## src/rtl/byte_stream_tokenizer_top_defines.svh

```systemverilog
// Assertion macros shared by the tokenizer RTL.
`ifndef BYTE_STREAM_TOKENIZER_TOP_DEFINES_SVH
`define BYTE_STREAM_TOKENIZER_TOP_DEFINES_SVH

`ifndef SYNTHESIS
`define BST_ASSERT(name, prop, msg) \
  name: assert property (@(posedge clk) disable iff (rst) (prop)) else $error(msg);
`define BST_ASSERT_IMPL(name, ante, cons, msg) \
  name: assert property (@(posedge clk) disable iff (rst) (ante) |-> (cons)) else $error(msg);
`define BST_ASSERT_NEXT(name, ante, cons, msg) \
  name: assert property (@(posedge clk) disable iff (rst) (ante) |=> (cons)) else $error(msg);
`else
`define BST_ASSERT(name, prop, msg)
`define BST_ASSERT_IMPL(name, ante, cons, msg)
`define BST_ASSERT_NEXT(name, ante, cons, msg)
`endif

`endif

```

## src/rtl/bst_pkg.sv

```systemverilog
package bst_pkg;

  localparam int unsigned KIND_W = 4;
  localparam int unsigned INT_W  = 31;
  localparam int unsigned LINE_W = 16;

  localparam logic [KIND_W-1:0] TK_EOF      = 4'd0;
  localparam logic [KIND_W-1:0] TK_SEMI     = 4'd1;
  localparam logic [KIND_W-1:0] TK_PLUS     = 4'd2;
  localparam logic [KIND_W-1:0] TK_DASH     = 4'd3;
  localparam logic [KIND_W-1:0] TK_SLASH    = 4'd4;
  localparam logic [KIND_W-1:0] TK_STAR     = 4'd5;
  localparam logic [KIND_W-1:0] TK_LPAREN   = 4'd6;
  localparam logic [KIND_W-1:0] TK_RPAREN   = 4'd7;
  localparam logic [KIND_W-1:0] TK_LBRACE   = 4'd8;
  localparam logic [KIND_W-1:0] TK_RBRACE   = 4'd9;
  localparam logic [KIND_W-1:0] TK_INT      = 4'd10;
  localparam logic [KIND_W-1:0] TK_LINE     = 4'd11;
  localparam logic [KIND_W-1:0] TK_BLOCK    = 4'd12;
  localparam logic [KIND_W-1:0] TK_ERR_CHAR = 4'd13;
  localparam logic [KIND_W-1:0] TK_ERR_EOF  = 4'd14;

  localparam logic [INT_W-1:0]  INT_TOP  = '1;
  localparam logic [LINE_W-1:0] LINE_TOP = '1;

  typedef enum logic [6:0] {
    MODE_IDLE       = 7'b0000001,
    MODE_SLASH      = 7'b0000010,
    MODE_LINE       = 7'b0000100,
    MODE_BLOCK      = 7'b0001000,
    MODE_BLOCK_STAR = 7'b0010000,
    MODE_INT        = 7'b0100000,
    MODE_HALT       = 7'b1000000
  } scan_mode_t;

  typedef struct packed {
    logic [KIND_W-1:0] token_kind;
    logic [INT_W-1:0]  int_value;
    logic [LINE_W-1:0] line_number;
    logic              last_in_run;
  } token_t;

  // Up to two tokens produced by one input item, head in tok0.
  typedef struct packed {
    logic [1:0] count;
    token_t     tok0;
    token_t     tok1;
  } lex_res_t;

endpackage

```

## src/rtl/bst_lex.sv

```systemverilog
module bst_lex
  import bst_pkg::*;
(
  input  scan_mode_t        mode,
  input  logic [INT_W-1:0]  acc,
  input  logic [LINE_W-1:0] nl,
  input  logic [7:0]        ch,
  input  logic              eoi,
  output scan_mode_t        mode_next,
  output logic [INT_W-1:0]  acc_next,
  output logic [LINE_W-1:0] nl_next,
  output lex_res_t          res
);

  localparam logic [7:0] CH_ZERO  = 8'h30;
  localparam logic [7:0] CH_NINE  = 8'h39;
  localparam logic [7:0] CH_SLASH = 8'h2F;
  localparam logic [7:0] CH_STAR  = 8'h2A;
  localparam logic [7:0] CH_LF    = 8'h0A;

  function automatic logic is_blank(input logic [7:0] c);
    return c == 8'h20 || c == 8'h09 || c == 8'h0A || c == 8'h0B || c == 8'h0C ||
           c == 8'h0D;
  endfunction

  function automatic logic [KIND_W:0] single_kind(input logic [7:0] c);
    logic [KIND_W:0] r;
    case (c)
      8'h3B:   r = {1'b1, TK_SEMI};
      8'h2B:   r = {1'b1, TK_PLUS};
      8'h2D:   r = {1'b1, TK_DASH};
      8'h2A:   r = {1'b1, TK_STAR};
      8'h28:   r = {1'b1, TK_LPAREN};
      8'h29:   r = {1'b1, TK_RPAREN};
      8'h7B:   r = {1'b1, TK_LBRACE};
      8'h7D:   r = {1'b1, TK_RBRACE};
      default: r = {1'b0, TK_EOF};
    endcase
    return r;
  endfunction

  logic              is_digit;
  logic [3:0]        digit;
  logic [KIND_W:0]   single;
  logic [34:0]       acc_mul;
  logic [INT_W-1:0]  acc_sat;

  // Outcome of a byte seen from the idle mode.
  logic              idle_emit;
  logic [KIND_W-1:0] idle_kind;
  scan_mode_t        idle_mode;
  logic              idle_load;

  // A pending token ended by this item (pre) and the item's own token (post).
  logic              pre_v;
  logic [KIND_W-1:0] pre_kind;
  logic [INT_W-1:0]  pre_val;
  logic              post_v;
  logic [KIND_W-1:0] post_kind;

  token_t            t_pre;
  token_t            t_post;

  assign is_digit = ch >= CH_ZERO && ch <= CH_NINE;
  assign digit    = 4'(ch - CH_ZERO);
  assign single   = single_kind(ch);
  assign acc_mul  = {1'b0, acc, 3'b000} + {3'b000, acc, 1'b0} + 35'(digit);
  assign acc_sat  = (acc_mul > 35'(INT_TOP)) ? INT_TOP : acc_mul[INT_W-1:0];

  always_comb begin
    idle_emit = 1'b0;
    idle_kind = TK_EOF;
    idle_mode = MODE_IDLE;
    idle_load = 1'b0;
    if (is_blank(ch)) begin
      idle_mode = MODE_IDLE;
    end else if (single[KIND_W]) begin
      idle_emit = 1'b1;
      idle_kind = single[KIND_W-1:0];
    end else if (ch == CH_SLASH) begin
      idle_mode = MODE_SLASH;
    end else if (is_digit) begin
      idle_mode = MODE_INT;
      idle_load = 1'b1;
    end else begin
      idle_emit = 1'b1;
      idle_kind = TK_ERR_CHAR;
      idle_mode = MODE_HALT;
    end
  end

  always_comb begin
    mode_next = mode;
    acc_next  = acc;
    nl_next   = nl;
    pre_v     = 1'b0;
    pre_kind  = TK_EOF;
    pre_val   = '0;
    post_v    = 1'b0;
    post_kind = TK_EOF;
    if (mode == MODE_HALT) begin
      mode_next = MODE_HALT;
    end else if (eoi) begin
      post_v    = 1'b1;
      post_kind = TK_EOF;
      mode_next = MODE_IDLE;
      acc_next  = '0;
      case (mode)
        MODE_SLASH: begin
          pre_v    = 1'b1;
          pre_kind = TK_SLASH;
        end
        MODE_LINE: begin
          pre_v    = 1'b1;
          pre_kind = TK_LINE;
        end
        MODE_INT: begin
          pre_v    = 1'b1;
          pre_kind = TK_INT;
          pre_val  = acc;
        end
        MODE_BLOCK, MODE_BLOCK_STAR: begin
          post_kind = TK_ERR_EOF;
          mode_next = MODE_HALT;
        end
        default: begin
          pre_v = 1'b0;
        end
      endcase
    end else begin
      if (ch == CH_LF && nl != LINE_TOP) begin
        nl_next = nl + 1'b1;
      end
      case (mode)
        MODE_SLASH: begin
          if (ch == CH_SLASH) begin
            mode_next = MODE_LINE;
          end else if (ch == CH_STAR) begin
            mode_next = MODE_BLOCK;
          end else begin
            pre_v     = 1'b1;
            pre_kind  = TK_SLASH;
            post_v    = idle_emit;
            post_kind = idle_kind;
            mode_next = idle_mode;
            if (idle_load) begin
              acc_next = INT_W'(digit);
            end
          end
        end
        MODE_LINE: begin
          if (ch == CH_LF) begin
            pre_v     = 1'b1;
            pre_kind  = TK_LINE;
            mode_next = MODE_IDLE;
          end
        end
        MODE_BLOCK: begin
          if (ch == CH_STAR) begin
            mode_next = MODE_BLOCK_STAR;
          end
        end
        MODE_BLOCK_STAR: begin
          if (ch == CH_SLASH) begin
            pre_v     = 1'b1;
            pre_kind  = TK_BLOCK;
            mode_next = MODE_IDLE;
          end else if (ch != CH_STAR) begin
            mode_next = MODE_BLOCK;
          end
        end
        MODE_INT: begin
          if (is_digit) begin
            acc_next = acc_sat;
          end else begin
            pre_v     = 1'b1;
            pre_kind  = TK_INT;
            pre_val   = acc;
            acc_next  = '0;
            post_v    = idle_emit;
            post_kind = idle_kind;
            mode_next = idle_mode;
          end
        end
        default: begin
          post_v    = idle_emit;
          post_kind = idle_kind;
          mode_next = idle_mode;
          if (idle_load) begin
            acc_next = INT_W'(digit);
          end
        end
      endcase
    end
  end

  always_comb begin
    t_pre             = '0;
    t_pre.token_kind  = pre_kind;
    t_pre.int_value   = pre_val;
    t_pre.line_number = nl_next;
    t_pre.last_in_run = !post_v;
    t_post             = '0;
    t_post.token_kind  = post_kind;
    t_post.line_number = nl_next;
    t_post.last_in_run = 1'b1;
    res.count = 2'(pre_v) + 2'(post_v);
    res.tok0  = pre_v ? t_pre : t_post;
    res.tok1  = t_post;
  end

endmodule

```

## config.mk

```make
export PLATFORM = sky130hd
export DESIGN_NAME = bst_lex
export DESIGN_NICKNAME = d
export VERILOG_FILES = /design/src/rtl/byte_stream_tokenizer_top_defines.svh /design/src/rtl/bst_pkg.sv /design/src/rtl/bst_lex.sv
export SDC_FILE = /design/constraint.sdc
export NUM_CORES = 1
export LEC_CHECK = 0
export ABC_AREA = 0
export BUFFER_PORTS_ARGS = -buffer_cell sky130_fd_sc_hd__buf_2
export CAP_MARGIN = 20
export CORE_ASPECT_RATIO = 0.8
export CORE_MARGIN = 4
export CORE_UTILIZATION = 51
export DETAILED_ROUTE_END_ITERATION = 16
export PLACE_DENSITY = 0.95
export SLEW_MARGIN = 20
export SYNTH_ARGS = -nofsm -noshare
export SYNTH_HDL_FRONTEND = slang
export SYNTH_SLANG_ARGS = --single-unit
export TNS_END_PERCENT = 5
```

## constraint.sdc

```tcl
create_clock -name vclk -period 15.8
set_clock_uncertainty 0.2 [all_clocks]
set_input_delay 4.74 -clock vclk [all_inputs]
set_output_delay 4.74 -clock vclk [all_outputs]
set_load 0.05 [all_outputs]
```

=== Word level (Yosys, flattened, before mapping) ===
Index checks and enable logic that the tools add are counted.

* Order comparisons: 3
* Multiplexer cells: 75
* Reductions and logical operators: 11
* Eq/ne operators: 23
* $add $sub $neg: 5

{| class="wikitable"
|+ Operators by type and width
! cell !! number
|-
| $mux 31 || 12
|-
| $mux 7 || 14
|-
| $pmux 31 s3 || 1
|-
| $eq 8x6->1 const B || 8
|-
| $mux 4 || 15
|-
| $mux 52 || 1
|-
| $mux 16 || 3
|-
| $eq 8x4->1 const B || 5
|-
| $pmux 5 s8 || 1
|-
| $add 34x32->35 || 1
|-
| $add 35x4->35 || 1
|-
| $gt 35x31->1 const B || 1
|-
| $pmux 7 s5 || 1
|-
| $pmux 4 s3 || 2
|-
| $mux 1 || 20
|-
| $add 16x1->16 const B || 1
|-
| $eq 8x7->1 const B || 2
|-
| $ne 16x16->1 const B || 1
|-
| $pmux 4 s4 || 1
|-
| $ge 8x6->1 const B || 1
|-
| $le 8x6->1 const B || 1
|-
| $ne 8x6->1 const B || 1
|-
| $eq 7x2->1 const B || 1
|-
| $eq 7x3->1 const B || 1
|-
| 14 further kinds || 21
|}

* Output and inout bits: 160
* Word-level logic and storage cells: 117
* Input port bits: 63
* Bits in registers: 0

=== Longest topological paths before layout ===
* Depth in word-level cells: 14
* Mapped depth: 16
* Gate-level depth less buffers: 13

=== Worst setup path after synthesis ===
Ideal clock, no wire load.

* Path kind: input -> output
* Start point: in ch[3]
* End point: out acc_next[14]
* Path slack: 2.166 ns
* Required time: 10.860 ns
* Arrival: 8.694 ns
* Path buffers: 3
* Stages: 15
* Cell sequence: clkbuf_1 -> inv_1 -> fa_1 -> fa_1 -> nand2b_1 -> a21oi_1 -> nor2_1 -> o211ai_2 -> a21oi_1 -> nand4_1 -> o311a_1 -> clkbuf_1 -> buf_2 -> nor3_1 -> a211oi_1

* Word-level cells in the longest chain between the ends: 13
* Elaborated cells on any way between the ends: 39
* Those cells by class: add/sub: 2; order compare: 3; eq/ne: 15; mux: 13; reduce/logical: 6

{| class="wikitable"
|+ Ends and longest elaborated chain
! element !! line !! RTL
|-
| start: declaration || bst_lex.sv:7 || <nowiki>input logic [7:0] ch,</nowiki>
|-
| parallel branches: the longest is 10 deep, another holds $add 35x4->35 || -- ||
|-
| $pmux 31 s3 * || bst_lex.sv:134 || <nowiki>case (mode)</nowiki>
|-
| $mux 31 * || bst_lex.sv:103 || <nowiki>end else if (eoi) begin</nowiki>
|-
| $mux 31 * || bst_lex.sv:101 || <nowiki>if (mode == MODE_HALT) begin</nowiki>
|-
| end: declaration || bst_lex.sv:10 || <nowiki>output logic [INT_W-1:0] acc_next,</nowiki>
|}

Mark *: on every way between the ends.

=== Final worst setup path ===
* Start point: in acc[0]
* End point: out acc_next[29]

* Word-level cells in the longest chain between the ends: 8

{| class="wikitable"
|+ Ends and longest elaborated chain
! element !! line !! RTL
|-
| start: declaration || bst_lex.sv:5 || <nowiki>input logic [INT_W-1:0] acc,</nowiki>
|-
| $add 34x32->35 * || bst_lex.sv:67 || <nowiki>assign acc_mul = {1'b0, acc, 3'b000} + {3'b000, acc, 1'b0} + 35'(digit);</nowiki>
|-
| $add 35x4->35 * || bst_lex.sv:67 ||
|-
| $gt 35x31->1 || bst_lex.sv:68 || <nowiki>assign acc_sat = (acc_mul > 35'(INT_TOP)) ? INT_TOP : acc_mul[INT_W-1:0];</nowiki>
|-
| $mux 31 * || bst_lex.sv:68 ||
|-
| $mux 31 * || bst_lex.sv:173 || <nowiki>if (is_digit) begin</nowiki>
|-
| $pmux 31 s3 * || bst_lex.sv:134 ||
|-
| $mux 31 * || bst_lex.sv:103 ||
|-
| $mux 31 * || bst_lex.sv:101 ||
|}

Mark *: on every way between the ends. The rest lies on a longest branch, timed or not.

==> results.cfg <==
[die]
floorplan.core_area_um2 = 9270
die-width_um = 118.4
floorplan.die_area_um2 = 11400
dieHeight_um = 96.30
floorplan.initialDensity = 0.5361
design.portCount = 223
placementRows = 31

[critical_path]
crit_path_category = input port to output pin
path_buf_inv = 4
timing.critical_path.max_delay_family = compound AO/OA/AOI/OAI gates
critPathMostFrequentCell = a21oi_1
cp_max_fo = 15
crit_path_max_incr_delay_ps = 520
crit_slowest_cell = fa_1
crit_arrival_ps = 8670
critPathCaptureType = output pin
required_ps = 10860
crit_path_start_kind = input port
cp_cell_sequence = buf_2 -> inv_1 -> fa_1 -> fa_1 -> nand2b_1 -> a21oi_1 -> nor2_1 -> o211ai_2 -> a21oi_1 -> o31a_1 -> o311a_1 -> buf_4 -> o31ai_1 -> a21oi_1 -> buf_2

[route]
drc = 0
drt-vias-per-instance = 6.181
detail_route.wirelength_um = 16840
wl_per_cell_um = 16.84
dr.pass1.iters = 5
routed-via-count = 6181
drt_first_iter_violations = 655
drtAntennaViolNets = 0

[final_layout]
flops_and_latches = 0
area_of_combinational_cells_with_multiple_inputs_um2 = 4368
layout-drive-gt1-share = 0.2588
layout.cell_area.non_filler_um2 = 5584
n_antenna_cell = 0
count_of_nets_after_finishing = 1016
area.sequential_um2 = 0
area_growth_syn_to_fin_pct = 12.36
n_clock_buffer = 0
num-fill-cells = 864

[grt]
grt_usage = 0.2694
vias_in_the_first_global_route = 5361
grt_start_max_net_pins = 45
overflow = 0
first_pass_grt_wire_length_um = 26460
antenna_found_initial = 0

[timing]
finalSetupViolations = 0
setup_repair_after_global_routing_missed_its_margin = false
tightest_slew_ps = 867.5
layout_worst_path_cycle_share = 0.8617
max-slew-margin-rel = 0.4216
timing.final.crit_period_ps = 13610
final_max_slew_viol_count = 0
max_clock_freq_ghz = 0.07345
hold_viol = 0
totalNegativeSetupSlack_ps = 0

[power_and_ir_drop]
clkPwrFrac = 0
p_switching_uw = 186.4
internal_power_uw = 73.84
sequential_share_of_power = 0
pwr_density_cell_nw_per_um2 = 46.60
static-leakage-power_nw = 2.820
power_frac_comb = 1.000
max_vdd_drop_uv = 23.44
net_sw_frac = 0.7163

[clock_tree]
cts_setup_buffers = 0
holdBufCountCts = 0
number_of_cells_upsized_or_downsized_after_cts = 0

[synthesis]
synth.cells.most_frequent = a21oi_1 (140), nand2_1 (85), buf_4 (65), ha_1 (64), nor2_1 (46)
synth_top_area_cell = ha_1
synth_top_area_frac = 0.1611
synth-seq-area-share = 0
synth_warn = 0
synth_area_per_cell_um2 = 6.522
synth_top_cells_by_area = ha_1 (16%), a21oi_1 (14%), buf_4 (9.8%)
netlist_area_um2 = 4970
yosysMostFrequentCell = a21oi_1
syn-instance-count = 762
ys_types = 66

[place]
place_area_um2 = 5564
place_congestion = 1.046
io_buffer_count = 191
hpwl_after_dpl_um = 13500

[min_path]
hold_class = input port to output pin

[status]
status = finished clean

[run]
max-cap-violations = 0
-- per-stage QoR --
step	hold WS [ps]	setup slack (ps)	util	power [mW]	std cells
2_1_floorplan	9562	2166	-	0.2111	792
3_3_place_gp	9658	1909	0.6002	0.2490	999
3_5_place_dp	9676	1798	0.6002	0.2533	999
4_1_cts	9678	1770	0.6002	0.2545	999
5_1_grt	9699	1980	0.6024	0.2805	1000
6_report	9678	2185	0.6024	0.2602	1000
-- per-layer routing --
metal  global-route usage  share of wire
met1               0.3871           0.44
met3              0.04054           0.11
met5                    0              0
met4              0.02829         0.0059
met2               0.4398           0.45
-- cell families (layout without fill, tap and decap cells) --
| logic type | Yosys count | count (layout) | synth area share |
|---|---|---|---|
| compound gates | 276 | 276 | 0.3500 |
| buf+inv | 120 | 213 | 0.1458 |
| mux | 3 | 3 | 0.006546 |
| xor+xnor | 47 | 47 | 0.08283 |
| other cells | 2 | 32 | 0.001511 |
| fa+ha+maj | 66 | 66 | 0.1692 |
| simple gates | 248 | 248 | 0.2442 |
-- cells in the final DEF (no fill, tap or decap), types with 5 or more instances in the layout --
cell type	count
a21o_1	8
a21oi_1	140
a31oi_1	7
and2_1	32
and3_1	12
buf_2	191
buf_4	6
conb_1	32
ha_1	64
inv_1	15
nand2_1	85
nand2b_1	5
nand3_1	19
nand4_1	9
nor2_1	44
nor3_1	13
o211ai_1	9
o21a_1	5
o21ai_0	36
o22ai_1	6
o31ai_1	9
o31ai_2	16
or2_2	5
xnor2_1	31
xor2_1	16
-- area by class of cell --
class / instances / area share
tap: 115 / 0.02577
inverter: 15 / 0.01008
multi-input combinational: 672 / 0.7822
timing repair buffer: 198 / 0.1819
-- worst min-delay path: stages --
cell and delay [ps]:
buf_2 90, xnor2_1 90, buf_2 220
-- path summary, 6_finish.rpt --
path	start	endpoint	slack (ps)	depth (start not counted)
max	acc[0]	acc_next[29]	2190	15
min	nl[8]	nl_next[8]	9680	3
-- power groups by stage --
stage                     logic [mW]  clock network [mW]  registers [mW]
final                          0.260                   0               0
after global routing           0.281                   0               0
after CTS                      0.255                   0               0
after detailed placement       0.253                   0               0
after global placement         0.249                   0               0
after floorplan                0.211                   0               0
Power figures use the tool's default switching activity.
